==> config.mk <==
export PLATFORM = sky130hd
export DESIGN_NAME = interrupt_level_owner_tracker
export DESIGN_NICKNAME = d
export VERILOG_FILES = /design/src/rtl/ilot_pkg.sv /design/src/rtl/ilot_in_reg.sv /design/src/rtl/ilot_owner_tbl.sv /design/src/rtl/ilot_exec.sv /design/src/rtl/interrupt_level_owner_tracker.sv
export VERILOG_INCLUDE_DIRS = /design/src /design/src/rtl
export SDC_FILE = /design/constraint.sdc
export NUM_CORES = 1
export LEC_CHECK = 0
export BUFFER_PORTS_ARGS = -buffer_cell sky130_fd_sc_hd__buf_2
export CAP_MARGIN = 10
export CELL_PAD_IN_SITES_DETAIL_PLACEMENT = 0
export CELL_PAD_IN_SITES_GLOBAL_PLACEMENT = 1
export CORE_UTILIZATION = 39
export DETAILED_ROUTE_END_ITERATION = 12
export GPL_TIMING_DRIVEN = 0
export PLACE_DENSITY_LB_ADDON = 0.15
export SYNTH_ARGS = -nofsm -noshare
export SYNTH_HDL_FRONTEND = slang
export SYNTH_SLANG_ARGS = --single-unit
==> constraint.sdc <==
create_clock -name clk_i -period 7.64 [get_ports clk_i]
set_input_delay 1.528 -clock clk_i [delete_from_list [all_inputs] [get_ports clk_i]]
set_output_delay 1.528 -clock clk_i [all_outputs]
set_load 0.02 [all_outputs]
==> src/rtl/interrupt_level_owner_tracker_defines.svh <==
// assertion macros for the interrupt level owner tracker
`ifndef INTERRUPT_LEVEL_OWNER_TRACKER_DEFINES_SVH
`define INTERRUPT_LEVEL_OWNER_TRACKER_DEFINES_SVH

// same-cycle implication, checked on clk_i outside reset
`define ILOT_ASSERT_NOW(lbl, ante, cons, msg) \
  lbl: assert property (@(posedge clk_i) disable iff (!rst_ni) (ante) |-> (cons)) \
    else $error(msg);

// implication that looks ahead a fixed number of cycles given in cons
`define ILOT_ASSERT_SEQ(lbl, ante, cons, msg) \
  lbl: assert property (@(posedge clk_i) disable iff (!rst_ni) (ante) |-> cons) \
    else $error(msg);

`endif

==> src/rtl/ilot_pkg.sv <==
// types and constants shared by the interrupt level owner tracker
package ilot_pkg;

  localparam int MAX_LEVEL      = 7;
  localparam int THREAD_ID_BITS = 32;

  typedef enum logic [2:0] {
    CMD_GET          = 3'd0,
    CMD_GET_IF_OWNER = 3'd1,
    CMD_SET          = 3'd2,
    CMD_SET_AS       = 3'd3,
    CMD_ENTER        = 3'd4,
    CMD_EXIT         = 3'd5
  } cmd_e;

  typedef enum logic [1:0] {
    ST_OK        = 2'd0,
    ST_NOT_OWNER = 2'd1,
    ST_BUSY      = 2'd2
  } status_e;

  typedef enum logic [1:0] {
    ACT_NONE    = 2'd0,
    ACT_SUSPEND = 2'd1,
    ACT_RESUME  = 2'd2,
    ACT_YIELD   = 2'd3
  } action_e;

  typedef struct packed {
    cmd_e        cmd;
    logic [2:0]  level;
    logic [31:0] thread_id;
  } item_t;

  typedef struct packed {
    status_e     status;
    logic [2:0]  old_level;
    action_e     action;
    logic [31:0] action_thread;
  } res_t;

  // owner table update for one command
  typedef struct packed {
    logic wr_en;
    logic clr_cur;
    logic clr_floor;
  } owner_ctl_t;

endpackage

==> src/rtl/ilot_in_reg.sv <==
// input register for one command beat
module ilot_in_reg (
  input  logic           clk_i,
  input  logic           rst_ni,
  input  logic           load_i,
  input  ilot_pkg::item_t item_i,
  output logic           valid_o,
  output ilot_pkg::item_t item_o
);

  logic            valid_q;
  ilot_pkg::item_t item_q;

  always_ff @(posedge clk_i or negedge rst_ni) begin
    if (!rst_ni) begin
      valid_q <= 1'b0;
    end else begin
      valid_q <= load_i;
    end
  end

  always_ff @(posedge clk_i) begin
    if (load_i) begin
      item_q <= item_i;
    end
  end

  assign valid_o = valid_q;
  assign item_o  = item_q;

endmodule

==> src/rtl/ilot_owner_tbl.sv <==
// per-level owner thread table
module ilot_owner_tbl #(
  parameter int MAX_LEVEL      = ilot_pkg::MAX_LEVEL,
  parameter int THREAD_ID_BITS = ilot_pkg::THREAD_ID_BITS,
  localparam int Depth         = MAX_LEVEL + 1,
  localparam int LvlW          = $clog2(Depth)
) (
  input  logic                      clk_i,
  input  logic                      rst_ni,
  input  ilot_pkg::owner_ctl_t      ctl_i,
  input  logic [LvlW-1:0]           wr_addr_i,
  input  logic [THREAD_ID_BITS-1:0] wr_data_i,
  input  logic [LvlW-1:0]           cur_i,
  input  logic [LvlW-1:0]           floor_i,
  input  logic                      cfg_we_i,
  input  logic [THREAD_ID_BITS-1:0] cfg_data_i,
  input  logic [LvlW-1:0]           rd_addr_i,
  output logic [THREAD_ID_BITS-1:0] rd_data_o
);

  logic [THREAD_ID_BITS-1:0] owner_q [Depth];

  always_ff @(posedge clk_i or negedge rst_ni) begin
    if (!rst_ni) begin
      for (int i = 0; i < Depth; i++) begin
        owner_q[i] <= '0;
      end
    end else begin
      if (ctl_i.clr_cur) begin
        owner_q[cur_i] <= '0;
      end
      if (ctl_i.clr_floor) begin
        owner_q[floor_i] <= '0;
      end
      if (ctl_i.wr_en) begin
        owner_q[wr_addr_i] <= wr_data_i;
      end
      // base thread write lands in the lowest level
      if (cfg_we_i) begin
        owner_q[0] <= cfg_data_i;
      end
    end
  end

  assign rd_data_o = owner_q[rd_addr_i];

endmodule

==> src/rtl/ilot_exec.sv <==
// command execution: level state, current owner and result forming
module ilot_exec #(
  parameter int MAX_LEVEL      = ilot_pkg::MAX_LEVEL,
  parameter int THREAD_ID_BITS = ilot_pkg::THREAD_ID_BITS,
  localparam int LvlW          = $clog2(MAX_LEVEL + 1)
) (
  input  logic                      clk_i,
  input  logic                      rst_ni,
  input  logic                      valid_i,
  input  ilot_pkg::item_t           item_i,
  input  logic                      cfg_we_i,
  input  logic [THREAD_ID_BITS-1:0] cfg_owner_i,
  input  logic [THREAD_ID_BITS-1:0] rd_data_i,
  output logic [LvlW-1:0]           rd_addr_o,
  output logic [LvlW-1:0]           lvl_o,
  output logic [LvlW-1:0]           cur_o,
  output logic [LvlW-1:0]           floor_o,
  output logic [THREAD_ID_BITS-1:0] wr_data_o,
  output ilot_pkg::owner_ctl_t      ctl_o,
  output ilot_pkg::res_t            res_o
);

  logic [LvlW-1:0]           cur_q, cur_d;
  logic [LvlW-1:0]           floor_q, floor_d;
  // mirror of the owner at the current level
  logic [THREAD_ID_BITS-1:0] own_q, own_d;

  logic [LvlW-1:0]           lvl;
  logic [THREAD_ID_BITS-1:0] caller;
  logic [THREAD_ID_BITS-1:0] exit_own;
  logic                      is_owner;

  always_comb begin
    if (32'(item_i.level) > MAX_LEVEL) begin
      lvl = LvlW'(MAX_LEVEL);
    end else begin
      lvl = LvlW'(item_i.level);
    end
  end

  assign caller   = THREAD_ID_BITS'(item_i.thread_id);
  assign is_owner = (caller == own_q);

  // lowering below the floor lands on the floor
  assign rd_addr_o = (item_i.cmd != ilot_pkg::CMD_EXIT && lvl < floor_q) ? floor_q : lvl;

  // exit clears the old current and floor entries before reading the target
  assign exit_own = (lvl == cur_q || lvl == floor_q) ? '0 : rd_data_i;

  always_comb begin
    cur_d                = cur_q;
    floor_d              = floor_q;
    own_d                = own_q;
    ctl_o                = '0;
    wr_data_o            = caller;
    res_o.status         = ilot_pkg::ST_OK;
    res_o.old_level      = 3'(cur_q);
    res_o.action         = ilot_pkg::ACT_NONE;
    res_o.action_thread  = '0;
    if (valid_i) begin
      case (item_i.cmd)
        ilot_pkg::CMD_GET_IF_OWNER: begin
          if (!is_owner) begin
            res_o.status    = ilot_pkg::ST_NOT_OWNER;
            res_o.old_level = '0;
          end
        end
        ilot_pkg::CMD_SET, ilot_pkg::CMD_SET_AS: begin
          if (item_i.cmd == ilot_pkg::CMD_SET_AS && !is_owner) begin
            res_o.status    = ilot_pkg::ST_NOT_OWNER;
            res_o.old_level = '0;
          end else if (cur_q < lvl) begin
            ctl_o.wr_en = 1'b1;
            wr_data_o   = (item_i.cmd == ilot_pkg::CMD_SET_AS) ? caller : own_q;
            cur_d       = lvl;
            own_d       = wr_data_o;
          end else if (cur_q > lvl) begin
            ctl_o.clr_cur = (cur_q > floor_q);
            cur_d         = rd_addr_o;
            own_d         = rd_data_i;
          end
        end
        ilot_pkg::CMD_ENTER: begin
          if (lvl <= cur_q) begin
            res_o.status        = ilot_pkg::ST_BUSY;
            res_o.old_level     = '0;
            res_o.action        = ilot_pkg::ACT_YIELD;
            res_o.action_thread = 32'(own_q);
          end else begin
            if (own_q != '0) begin
              res_o.action        = ilot_pkg::ACT_SUSPEND;
              res_o.action_thread = 32'(own_q);
            end
            ctl_o.wr_en = 1'b1;
            cur_d       = lvl;
            floor_d     = lvl;
            own_d       = caller;
          end
        end
        ilot_pkg::CMD_EXIT: begin
          ctl_o.clr_cur   = 1'b1;
          ctl_o.clr_floor = 1'b1;
          if (exit_own != '0) begin
            res_o.action        = ilot_pkg::ACT_RESUME;
            res_o.action_thread = 32'(exit_own);
          end
          cur_d   = lvl;
          floor_d = lvl;
          own_d   = exit_own;
        end
        default: begin
        end
      endcase
    end
    if (cfg_we_i && cur_d == '0) begin
      own_d = cfg_owner_i;
    end
  end

  always_ff @(posedge clk_i or negedge rst_ni) begin
    if (!rst_ni) begin
      cur_q   <= '0;
      floor_q <= '0;
      own_q   <= '0;
    end else begin
      cur_q   <= cur_d;
      floor_q <= floor_d;
      own_q   <= own_d;
    end
  end

  assign lvl_o   = lvl;
  assign cur_o   = cur_q;
  assign floor_o = floor_q;

endmodule

==> src/rtl/interrupt_level_owner_tracker.sv <==
// top level of the interrupt level owner tracker
// a command is captured in the input register, and its result is then captured in the result register
// throughput: one command per cycle, busy stays low, one result per command
// each command resolves in combinational compares and muxing on the owner table
// reset clears current and floor levels and all owners; base thread reads as zero
// results are strobed for one cycle and cannot be stalled by the receiver
`include "interrupt_level_owner_tracker_defines.svh"

module interrupt_level_owner_tracker #(
  parameter int MAX_LEVEL      = ilot_pkg::MAX_LEVEL,
  parameter int THREAD_ID_BITS = ilot_pkg::THREAD_ID_BITS
) (
  input  logic            clk_i,
  input  logic            rst_ni,
  input  logic            start,
  output logic            busy,
  input  ilot_pkg::item_t cmd_i,
  output logic            done_o,
  output ilot_pkg::res_t  res_o,
  input  logic            cfg_valid_i,
  output logic            cfg_ready_o,
  input  logic [31:0]     cfg_data_i
);

  localparam int LvlW = $clog2(MAX_LEVEL + 1);

  logic                      in_valid;
  ilot_pkg::item_t           in_item;
  logic                      cfg_we;
  logic [THREAD_ID_BITS-1:0] cfg_owner;
  logic [LvlW-1:0]           rd_addr;
  logic [THREAD_ID_BITS-1:0] rd_data;
  logic [LvlW-1:0]           lvl;
  logic [LvlW-1:0]           cur;
  logic [LvlW-1:0]           floor_lvl;
  logic [THREAD_ID_BITS-1:0] wr_data;
  ilot_pkg::owner_ctl_t      ctl;
  ilot_pkg::res_t            res;
  logic                      done_q;
  ilot_pkg::res_t            res_q;

  assign busy        = 1'b0;
  assign cfg_ready_o = 1'b1;
  assign cfg_we      = cfg_valid_i && cfg_ready_o;
  assign cfg_owner   = THREAD_ID_BITS'(cfg_data_i);

  ilot_in_reg u_in_reg (
    .clk_i   (clk_i),
    .rst_ni  (rst_ni),
    .load_i  (start && !busy),
    .item_i  (cmd_i),
    .valid_o (in_valid),
    .item_o  (in_item)
  );

  ilot_exec #(
    .MAX_LEVEL      (MAX_LEVEL),
    .THREAD_ID_BITS (THREAD_ID_BITS)
  ) u_exec (
    .clk_i       (clk_i),
    .rst_ni      (rst_ni),
    .valid_i     (in_valid),
    .item_i      (in_item),
    .cfg_we_i    (cfg_we),
    .cfg_owner_i (cfg_owner),
    .rd_data_i   (rd_data),
    .rd_addr_o   (rd_addr),
    .lvl_o       (lvl),
    .cur_o       (cur),
    .floor_o     (floor_lvl),
    .wr_data_o   (wr_data),
    .ctl_o       (ctl),
    .res_o       (res)
  );

  ilot_owner_tbl #(
    .MAX_LEVEL      (MAX_LEVEL),
    .THREAD_ID_BITS (THREAD_ID_BITS)
  ) u_owner_tbl (
    .clk_i      (clk_i),
    .rst_ni     (rst_ni),
    .ctl_i      (ctl),
    .wr_addr_i  (lvl),
    .wr_data_i  (wr_data),
    .cur_i      (cur),
    .floor_i    (floor_lvl),
    .cfg_we_i   (cfg_we),
    .cfg_data_i (cfg_owner),
    .rd_addr_i  (rd_addr),
    .rd_data_o  (rd_data)
  );

  always_ff @(posedge clk_i or negedge rst_ni) begin
    if (!rst_ni) begin
      done_q <= 1'b0;
    end else begin
      done_q <= in_valid;
    end
  end

  always_ff @(posedge clk_i) begin
    if (in_valid) begin
      res_q <= res;
    end
  end

  assign done_o = done_q;
  assign res_o  = res_q;

  `ILOT_ASSERT_SEQ(a_result_follows, start && !busy, (##2 done_o), "command beat lost")
  `ILOT_ASSERT_NOW(a_fail_no_level, done_o && res_o.status != ilot_pkg::ST_OK,
                   res_o.old_level == 3'd0, "failed command reports a level")
  `ILOT_ASSERT_NOW(a_none_no_thread, done_o && res_o.action == ilot_pkg::ACT_NONE,
                   res_o.action_thread == 32'd0, "no action but thread named")

endmodule
==> results of run 1 <==
-- state kept, by name, summed over array words and instances, names as in the netlist --
register	flops
done_o	1
u_in_reg.valid_o	1
res_o	39
u_exec.cur_o	3
u_in_reg.item_o	38
u_owner_tbl.owner_q	256
u_exec.own_q	32
u_exec.floor_o	3
-- power by group through the flow --
stage | sequential (W) | combinational [W] | clock (W)
after floorplan | 0.00293 | 0.00175 | 0
after global placement | 0.00303 | 0.00278 | 0
after detailed placement | 0.00303 | 0.00283 | 0
after CTS | 0.00300 | 0.00284 | 0.00209
after global routing | 0.00308 | 0.00314 | 0.00217
final | 0.00302 | 0.00292 | 0.00207
-- through the flow --
stage / instances / setup WS (ns)
final: 2889 / 2.276
after CTS: 2889 / 2.587
after global routing: 2889 / 2.078
after global placement: 2807 / -0.9834
after detailed placement: 2811 / 2.591
after floorplan: 2079 / 4.222
-- worst paths after layout --
path,from,to,slack (ns),depth (start not counted)
worst min register to register,u_owner_tbl.owner_q[68],u_owner_tbl.owner_q[68],0.48,2
worst max-delay path,u_exec.floor_o[1],res_o[33],2.28,14
worst max register to register,u_exec.floor_o[1],res_o[33],2.28,14
worst min-delay path,u_owner_tbl.owner_q[68],u_owner_tbl.owner_q[68],0.48,2
min in group asynchronous,rst_ni,u_owner_tbl.owner_q[122],0.95,1
max in group asynchronous,rst_ni,u_owner_tbl.owner_q[164],5.56,2
-- layer usage --
metal	up-vias	wire length, µm
li1	7882	-
met1	8888	33720
met2	942	35710
met3	178	7534
met4	2	3835
met5	-	13
-- worst min-delay path: stages, from the launching register on --
cell and delay (ns):
dfrtp_1 0.33, nand2_1 0.04, o21ai_0 0.06
-- layout make-up --
| class | count | area share, % |
|---|---|---|
| sequential | 373 | 44.31 |
| multi-input combinational | 1513 | 39.16 |
| clock buffer | 67 | 5.732 |
| buffer | 182 | 3.599 |
| tap | 615 | 3.507 |
| timing repair buffer | 117 | 2.988 |
| clock inverter | 11 | 0.5133 |
| inverter | 11 | 0.1882 |
-- cell usage after synthesis, types with 3 or more instances --
| library cell | count | share of area, % |
|---|---|---|
| nand3_1 | 143 | 3.7 |
| nand4_1 | 19 | 0.62 |
| buf_1 | 9 | 0.18 |
| o211ai_1 | 27 | 1.1 |
| a21oi_1 | 138 | 3.6 |
| xnor2_1 | 32 | 1.5 |
| nor2_1 | 75 | 1.5 |
| ha_1 | 9 | 0.59 |
| a311oi_1 | 32 | 1.5 |
| dfrtp_1 | 296 | 39 |
| edfxtp_1 | 77 | 12 |
| nor3_1 | 5 | 0.13 |
| nor2b_1 | 6 | 0.20 |
| nand2_1 | 336 | 6.6 |
| o211ai_2 | 6 | 0.39 |
| buf_6 | 9 | 0.53 |
| a32oi_1 | 32 | 1.5 |
| inv_1 | 11 | 0.22 |
| buf_4 | 5 | 0.20 |
| and3_1 | 3 | 0.098 |
| mux2i_1 | 64 | 3.3 |
| buf_2 | 16 | 0.42 |
| a21o_1 | 3 | 0.12 |
| mux2_1 | 29 | 1.7 |
| mux2_2 | 4 | 0.24 |
| clkbuf_1 | 143 | 2.8 |
| a22oi_1 | 32 | 1.3 |
| and2_1 | 3 | 0.098 |
| nor4_1 | 12 | 0.39 |
| o21ai_1 | 49 | 1.3 |
| o21ai_0 | 376 | 9.8 |
| nand2b_1 | 5 | 0.16 |
| a31oi_1 | 3 | 0.098 |
| a22o_1 | 5 | 0.23 |
| o2bb2ai_1 | 32 | 1.5 |
| o21ai_2 | 3 | 0.14 |
-- cells in the final DEF, fill, tap and decap left out, types with 7 or more instances in the layout --
cell / n
nor4_1: 12
mux2i_1: 64
clkbuf_8: 7
mux2_1: 29
buf_6: 9
buf_2: 129
dfrtp_1: 295
nor2_1: 75
edfxtp_1: 77
a32oi_1: 32
nand4_1: 19
a21oi_1: 138
nand3_1: 143
clkbuf_16: 44
o21ai_0: 376
a311oi_1: 32
ha_1: 9
xnor2_1: 32
a22oi_1: 32
inv_1: 11
o211ai_1: 27
nand2_1: 336
clkbuf_1: 159
o21ai_1: 49
buf_1: 9
o2bb2ai_1: 32
-- logic make-up after synthesis --
| family | count (synthesis) |
|---|---|
| buffers and inverters | 193 |
| adders and majority gates | 9 |
| xor gates and xnor gates | 32 |
| AOI/OAI and AO/OA | 753 |
| DFF | 373 |
| and+or+nand+nor | 620 |
| muxes | 97 |
| other | 2 |
==> qor.yml, run 1 <==
route:
  wl_per_cell_um: 27.97
  antenna_left: 0
  drc: 0
  wl_um: 80810
  via_per_inst: 6.193
  drtIter0Drc: 2004
  first_pass_iters: 6
  num_vias: 17892
clock_tree:
  cts_tree: "done"
  cts.clk_slew.worst_paths_ns: 0.06
  post_cts_buffers: 0
  clock_latency_ns: 0.59
  clkSinkCount: 373
  cts_buffer_depth: 3
  cts_hold_buf: 0
  cts_resized: 0
  cts_made_buffers: 43
  clock_tree.root_cell: "clkbuf_16"
  h-tree-depth: 2
yosys:
  synth_compound_area_share_pct: 23.24
  synth.net_count: 2162
  syn-cell-area_um2: 19140
  yosysUniqueCellTypes: 60
  synth_top_flop_cell: "dfrtp_1"
  ys_seq_area_share_pct: 50.77
  synthSimpleGateAreaFrac_pct: 14.26
  synth_xor_area_share_pct: 1.464
  synth_mux_area_share_pct: 5.288
  ys_warn_count: 0
  synth_top_family_by_area: "compound AO/OA/AOI/OAI gates"
  synth-adder-area-share_pct: 0.5883
  syn-instance-count: 2079
  syn_area_per_cell_um2: 9.207
  synthArstFlopShare_pct: 79.36
  synth-edff-count: 77
  ys_seq_elements: 373
worst_setup_path:
  crit_path_frequent_cell: "clkbuf_1"
  critPathTopFamily: "compound AO/OA/AOI/OAI gates"
  crit_path_end_kind: "register"
  criticalPathCategory: "reg2reg"
  worstPathRequired_ns: 7.97
  path_cells: "clkbuf_1, inv_1, ha_1, nor2b_1, o21ai_2, nand3_1, clkbuf_1, a32oi_1, a22oi_1, o211ai_1, nand4_1, or4_1, o21ai_1, nand2_1"
  slowest_stage: "o211ai_1"
  crit_arrival_ns: 5.69
  crit_path_start_kind: "register"
  cpPeakStageDelay_ns: 0.73
  crit_buf_inv: 3
  crit_fanout: 10
sta:
  max_freq_ghz: 0.1864
  worst-slew-pin-transition_ns: 1.192
  slew_headroom_pct: 18.28
  fin_crit_ns: 5.364
  fin_skew_ns: 0.01528
  holdWs_ns: 0.4758
  period_share_pct: 70.21
  slew_viol_final: 0
  tns_ns: 0
  setup_viol: 0
  rsz0062_at_grt: "false"
  hold_violations: 0
die:
  start_util_pct: 39.84
  core_area_um2: 48050
  dieArea_um2: 49970
  die_w_um: 223.5
  io_pins: 116
  row_count: 80
  die_h_um: 223.5
power_and_ir_drop:
  peakVddDrop_v: 0.0001945
  swShare_pct: 41.26
  power.density_nw_per_um2: 365.0
  power.switching_w: 0.003304
  seqPwrFrac_pct: 37.7
  total_power_w: 0.008008
  pwr-share-clk_pct: 25.8
  power.leakage_nw: 9.201
  internal_power_w: 0.004704
  pwr-share-comb_pct: 36.5
placed_design:
  gp_congestion: 0.9643
  post-dp-hpwl_um: 58220
  port_buffers: 113
  placed_cell_area_um2: 20570
outcome:
  status: "completed"
run:
  drv_cap: 0
global_route:
  grt_remaining_overflow: 0
  grt_use_total_pct: 32.52
  use_met2_pct: 49.27
  grt-busiest-layer: "met2"
  grt_pass1_vias: 17106
  grtUsageMet3_pct: 7.778
  antenna_found_initial: 1
  grt_pass1_wl_um: 118300
  met1_usage_pct: 44.24
  grt_max_degree: 114
layout:
  ff_latch_area_um2: 9721
  multiInputGateArea_um2: 8592
  stdcell_area_um2: 21940
  nNetsFinal: 2324
  fin_util_pct: 45.66
  area_delta_synth_final_pct: 14.61
  fillCellCount: 4756
  diodes: 0
  drive_above_1_share_pct: 10.25
worst_hold_path:
  worstHoldPathType: "reg2reg"
No activity file was read; power rests on OpenSTA's default activity.
==> run 2: changes to the inputs <==
==> constraint.sdc (replaced) <==
create_clock -name clk_i -period 5.2 [get_ports clk_i]
set_input_delay 1.04 -clock clk_i [delete_from_list [all_inputs] [get_ports clk_i]]
set_output_delay 1.04 -clock clk_i [all_outputs]
set_load 0.02 [all_outputs]
==> run 2 against run 1 <==
Against the previous run: register-to-register slack lost 2.2 ns; clock-buffer cell count is the same; largest power group unchanged; highest routed layer is now met4; global-route usage is the same; combinational power grew 48%; non-clock buffer count grew 6; first-iteration DRC count grew 2.8%; wire length is essentially flat; sequential power grew 47%; fmax grew 5.7%; worst hold slack lost 0.013 ns; sequential share of layout area shrank 0.13 points; cell area grew 0.30%.
==> qor.yml, run 2 (synthesis results as in run 1) <==
layout:
  diodes: 0  # unchanged
  stdcell_count: 2895  # +0.21%
  max_flop_register: "u_owner_tbl.owner_q"
  fillCellCount: 4747  # -0.19%
  area_delta_synth_final_pct: 14.96
  nNetsFinal: 2330  # +0.26%
  drive_above_1_share_pct: 10.66  # +0.41 points
  final_common_cell: "o21ai_0"
  mostFrequentLayoutCells: "o21ai_0 (376), nand2_1 (336), dfrtp_1 (295), clkbuf_1 (157), nand3_1 (142)"
  largest_reg_flops: 256  # unchanged
worst_setup_path:
  crit_buf_inv: 5  # +2
  crit_fanout: 10  # unchanged
  crit_path_start_kind: "register"
  crit_path_end_kind: "register"
  critPathTopFamily: "buffers and inverters"
  r2r_cells: 16  # +2
  crit_arrival_ns: 5.41  # -0.28 ns
  reg2reg_setup_slack_ns: 0.12  # -2.15 ns
  criticalPathCategory: "reg2reg"
  r2r_end: "res_o[33]"
  crit_path_frequent_cell: "nand3_1"
  cpPeakStageDelay_ns: 0.65  # -0.08 ns
  reg2reg_from: "u_exec.floor_o[1]"
  slowest_stage: "or4_1"
  path_cells: "clkbuf_1, inv_1, ha_1, nor2b_1, o21ai_2, nand3_1, buf_2, clkbuf_1, buf_1, nand3_1, nand3_1, o211ai_1, nand4_1, or4_1, o21ai_1, nand2_1"
  worstPathRequired_ns: 5.53  # -2.44 ns
worst_hold_path:
  worstHoldPathType: "in2async"
global_route:
  use_met2_pct: 49.27  # unchanged
  grt-busiest-layer: "met2"
  antenna_found_initial: 0  # -1
  grt_remaining_overflow: 0  # unchanged
  grt_use_total_pct: 32.52  # unchanged
  met1_usage_pct: 44.24  # unchanged
  grtUsageMet3_pct: 7.778  # unchanged
  grt_max_degree: 114  # unchanged
  grt_pass1_vias: 17106  # unchanged
  grt_pass1_wl_um: 118300  # unchanged
route:
  wl_per_cell_um: 27.90  # -0.24%
  antenna_left: 0  # unchanged
  num_vias: 17888  # -0.022%
  wl_um: 80780  # about the same
  drc: 0  # unchanged
  first_pass_iters: 6  # unchanged
  via_per_inst: 6.179  # -0.23%
  drtIter0Drc: 2060  # +2.8%
die:
  io_pins: 116  # unchanged
  die_w_um: 223.5  # unchanged
  row_count: 80  # unchanged
  core_area_um2: 48050  # unchanged
  dieArea_um2: 49970  # unchanged
  die_h_um: 223.5  # unchanged
  start_util_pct: 39.84  # unchanged
sta:
  period_share_pct: 97.61  # +27 points
  fin_crit_ns: 5.076  # -0.2881 ns
  slew_headroom_pct: 17.74  # -0.54 points
  setup_slack_ns: 0.1241  # -2.152 ns
  fin_skew_ns: 0.01394  # -0.001342 ns
  setup_viol: 0  # unchanged
  worst-slew-pin-transition_ns: 1.200  # +0.007928 ns
  slew_viol_final: 0  # unchanged
  rsz0062_at_grt: "true"
  max_freq_ghz: 0.1970  # +5.7%
  hold_violations: 0  # unchanged
clock_tree:
  h-tree-depth: 2  # unchanged
  clock_tree.root_cell: "clkbuf_16"
  cts_made_buffers: 43  # unchanged
  cts_buffer_depth: 3  # unchanged
  cts_tree: "done"
  clkSinkCount: 373  # unchanged
  cts.clk_slew.worst_paths_ns: 0.06  # about the same
  clock_latency_ns: 0.59  # about the same
outcome:
  status: "completed"
power_and_ir_drop:
  internal_power_w: 0.006947  # +48%
  pwr-share-clk_pct: 25.8  # about the same
  power.switching_w: 0.004864  # +47%
  swShare_pct: 41.18  # -0.076 points
  pwr-share-comb_pct: 36.7  # +0.2 points
  peakVddDrop_v: 0.0002863  # +47%
  seqPwrFrac_pct: 37.5  # -0.2 points
  power.leakage_nw: 9.238  # +0.40%
  power.density_nw_per_um2: 536.7  # +47%
placed_design:
  port_buffers: 113  # unchanged
  post-dp-hpwl_um: 58220  # unchanged
  gp_congestion: 0.9643  # unchanged
  place_ws_ns: 0.1509  # -2.440 ns
  dp.cells: 2811  # unchanged
run:
  drv_cap: 0  # unchanged
==> run 2: metrics by stage <==
step	hold slack, ns	TNS [ns]	utilization, %	instance area, µm²	total power (W)
2_1_floorplan	0.4436	0	-	19140	0.006875
3_3_place_gp	0.4553	-855.23	42.62	20480	0.008536
3_5_place_dp	0.4639	0	42.81	20570	0.008608
4_1_cts	0.4766	0	45.66	21940	0.01164
5_1_grt	0.4907	-0.02372	45.80	22000	0.01236
6_report	0.4624	0	45.80	22000	0.01181
==> run 2: worst max-delay path by stage <==
stage / startpoint / endpoint / slack [ns] / cells past startpoint
finish: u_exec.floor_o[1] / res_o[33] / 0.12 / 16
global route: u_exec.floor_o[1] / res_o[33] / -0.02 / 15
CTS: u_exec.floor_o[1] / res_o[33] / 0.15 / 14
detailed placement: u_exec.floor_o[1] / res_o[33] / 0.15 / 14
global placement: rst_ni / done_o / -2.94 / 1
floorplan: u_exec.floor_o[1] / res_o[33] / 1.78 / 14
==> run 2: cell type report <==
class | instances | area [µm²] | area share (%)
multi-input combinational | 1513 | 8611 | 39.13
buffer | 182 | 792.0 | 3.599
sequential | 373 | 9721 | 44.17
inverter | 11 | 41.29 | 0.1876
clock inverter | 11 | 112.6 | 0.5117
clock buffer | 67 | 1257 | 5.714
tap | 615 | 769.5 | 3.497
timing repair buffer | 123 | 700.7 | 3.184
==> run 2: power by group through the flow <==
| stage | registers (W) | clock network, W | logic [W] |
|---|---|---|---|
| after floorplan | 0.00430 | 0 | 0.00257 |
| after global placement | 0.00445 | 0 | 0.00409 |
| after detailed placement | 0.00445 | 0 | 0.00416 |
| after CTS | 0.00441 | 0.00306 | 0.00417 |
| after global routing | 0.00452 | 0.00318 | 0.00466 |
| final | 0.00443 | 0.00304 | 0.00433 |
==> run 2: metal layers <==
layer | up-vias | wire length, µm
met5 | - | 0
met4 | 0 | 3720
met3 | 170 | 7523
met2 | 940 | 35730
met1 | 8898 | 33810
li1 | 7880 | -
==> run 2: what timing repair did <==
item                                    in CTS  in global routing
hold endpoints to repair                     0                  0
buffers inserted                             0                  6
hold buffers                                 0                  0
endpoints found under the setup margin       0                  5
gates resized for setup                      0                  8
==> run 3: changes to the inputs <==
--- a/config.mk
+++ b/config.mk
@@ -14,6 +14,7 @@
 export DETAILED_ROUTE_END_ITERATION = 12
 export GPL_TIMING_DRIVEN = 0
 export PLACE_DENSITY_LB_ADDON = 0.15
+export RECOVER_POWER = 50
 export SYNTH_ARGS = -nofsm -noshare
 export SYNTH_HDL_FRONTEND = slang
 export SYNTH_SLANG_ARGS = --single-unit
==> constraint.sdc (replaced) <==
create_clock -name clk_i -period 5.2 [get_ports clk_i]
set_input_delay 1.04 -clock clk_i [delete_from_list [all_inputs] [get_ports clk_i]]
set_output_delay 1.04 -clock clk_i [all_outputs]
set_load 0.05 [all_outputs]
==> run 3 against run 2 <==
Against the previous run: the run now ends with max-capacitance violations, max-slew violations left; setup slack got worse by 0.0098 ns; die area unchanged; core utilization fell by 0.10 points; critical path type unchanged; non-clock buffer count stayed put.
==> qor.yml, run 3 (synthesis results as in run 1) <==
placed_design:
  place_ws_ns: 0.1509  # unchanged
  post-dp-hpwl_um: 58220  # unchanged
  gp_congestion: 0.9643  # unchanged
  placed_cell_area_um2: 20570  # unchanged
  port_buffers: 113  # unchanged
sta:
  worst-slew-pin-transition_ns: 2.489  # +1.289 ns
  hold_violations: 0  # unchanged
  fin_skew_ns: 0.01458  # +0.0006433 ns
  fin_crit_ns: 5.086  # +0.009761 ns
  tns_ns: 0  # unchanged
  setup_slack_ns: 0.1143  # -0.009761 ns
  slew_viol_final: 277  # +277
  setup_viol: 0  # unchanged
  max_freq_ghz: 0.1966  # -0.19%
  period_share_pct: 97.80  # +0.19 points
  rsz0062_at_grt: "true"
  slew_headroom_pct: -65.91  # -84 points
die:
  die_h_um: 223.5  # unchanged
  dieArea_um2: 49970  # unchanged
  core_area_um2: 48050  # unchanged
  die_w_um: 223.5  # unchanged
  start_util_pct: 39.84  # unchanged
  io_pins: 116  # unchanged
  row_count: 80  # unchanged
clock_tree:
  cts.clk_slew.worst_paths_ns: 0.06  # about the same
  cts_made_buffers: 43  # unchanged
  clock_tree.root_cell: "clkbuf_16"
  clkSinkCount: 373  # unchanged
  cts_buffer_depth: 3  # unchanged
  clock_latency_ns: 0.59  # about the same
  cts_tree: "done"
  cts_hold_buf: 0  # unchanged
  h-tree-depth: 2  # unchanged
layout:
  nNetsFinal: 2330  # unchanged
  area_delta_synth_final_pct: 14.69
  final_common_cell: "o21ai_0"
  mostFrequentLayoutCells: "o21ai_0 (376), nand2_1 (336), dfrtp_1 (296), clkbuf_1 (160), nand3_1 (142)"
  max_flop_register: "u_owner_tbl.owner_q"
  fin_util_pct: 45.70  # -0.10 points
  stdcell_area_um2: 21950  # -0.23%
  largest_reg_flops: 256  # unchanged
  multiInputGateArea_um2: 8611  # unchanged
  diodes: 0  # unchanged
  drive_above_1_share_pct: 10.48  # -0.18 points
  fillCellCount: 4751  # +0.084%
  ff_latch_area_um2: 9719  # about the same
global_route:
  grt_pass1_vias: 17106  # unchanged
  grt_remaining_overflow: 0  # unchanged
  grt_use_total_pct: 32.52  # unchanged
  antenna_found_initial: 0  # unchanged
  grt_max_degree: 114  # unchanged
  grt_pass1_wl_um: 118300  # unchanged
route:
  num_vias: 17887  # -0.0056%
  drc: 0  # unchanged
  wl_um: 80770  # about the same
  antenna_left: 0  # unchanged
  via_per_inst: 6.179  # about the same
  first_pass_iters: 6  # unchanged
  wl_per_cell_um: 27.90  # about the same
  drtIter0Drc: 2113  # +2.6%
worst_setup_path:
  cpPeakStageDelay_ns: 0.57  # -0.08 ns
  path_cells: "clkbuf_1, inv_1, ha_1, nor2b_1, o21ai_2, nand3_1, buf_2, clkbuf_1, clkbuf_1, nand3_1, nand3_1, o211ai_1, nand4_1, or4_1, o21ai_1, nand2_1"
  slowest_stage: "or4_1"
  crit_arrival_ns: 5.42  # about the same
  crit_fanout: 10  # unchanged
  worstPathRequired_ns: 5.53  # about the same
  crit_path_start_kind: "register"
  crit_path_end_kind: "register"
  criticalPathCategory: "reg2reg"
power_and_ir_drop:
  seqPwrFrac_pct: 37.3  # -0.2 points
  pwr-share-comb_pct: 37.2  # +0.5 points
  peakVddDrop_v: 0.0002872  # +0.29%
  swShare_pct: 41.64  # +0.46 points
  power.leakage_nw: 9.214  # -0.26%
  total_power_w: 0.01190  # +0.75%
  power.switching_w: 0.004955  # +1.9%
  pwr-share-clk_pct: 25.6  # -0.2 points
  internal_power_w: 0.006944  # about the same
  power.density_nw_per_um2: 542.0  # +0.98%
outcome:
  status: "finished with violations"
  violations: "max-capacitance violations, max-slew violations"
worst_hold_path:
  worstHoldPathType: "reg2reg"
run:
  drv_cap: 4  # +4
==> run 3: through the flow <==
| step | hold WS, ns | std cells |
|---|---|---|
| floorplan | 0.4436 | 2079 |
| global placement | 0.4553 | 2807 |
| detailed placement | 0.4639 | 2811 |
| CTS | 0.4766 | 2889 |
| global route | 0.4907 | 2895 |
| finish | 0.4764 | 2895 |
==> run 3: cell type report <==
cell class              instances  area share, %
well taps                     615          3.505
plain buffers                 182          3.607
inverters                      11         0.1881
flip-flops and latches        373          44.27
multi-input cells            1513          39.22
repair buffers                123          2.969
clock inverters                11         0.5129
clock buffers                  67          5.727
==> run 3: power groups by stage <==
stage	clock network [W]	registers [W]	logic (W)
finish	0.00304	0.00443	0.00442
global route	0.00318	0.00452	0.00474
CTS	0.00306	0.00441	0.00426
detailed placement	0	0.00445	0.00425
global placement	0	0.00445	0.00418
floorplan	0	0.00439	0.00258
==> run 3: critical path, delay by kind of cell (launching register included) <==
family | cells | cell delay (ns)
AOI/OAI and AO/OA | 3 | 0.86
adders and majority gates | 1 | 0.32
buffers and inverters | 5 | 1.65
DFF | 1 | 0.32
and+or+nand+nor | 7 | 1.67
==> run 3: worst paths after layout <==
check                                         from                  endpoint  slack, ns  depth (start not counted)
setup / recovery                 u_exec.floor_o[1]                 res_o[33]       0.11                         16
hold / removal             u_owner_tbl.owner_q[66]   u_owner_tbl.owner_q[66]       0.48                          2
setup reg to reg                 u_exec.floor_o[1]                 res_o[33]       0.11                         16
hold reg to reg            u_owner_tbl.owner_q[66]   u_owner_tbl.owner_q[66]       0.48                          2
max in group asynchronous                   rst_ni           u_exec.own_q[6]       1.12                          2
min in group asynchronous                   rst_ni  u_owner_tbl.owner_q[122]       1.18                          1
==> run 3: repair_timing <==
item | 4_1_cts | 5_1_grt
buffers inserted | 0 | 6
setup endpoints to repair | 0 | 5
resized for setup | 0 | 8
==> run 3: per-layer routing <==
metal | vias to the layer above | GRT usage [%] | part of all wire [%]
met5 | - | 0 | 0
met4 | 0 | 14.38 | 4.6
met3 | 164 | 7.778 | 9.2
met2 | 937 | 49.27 | 44
met1 | 8902 | 44.24 | 42
li1 | 7884 | - | -
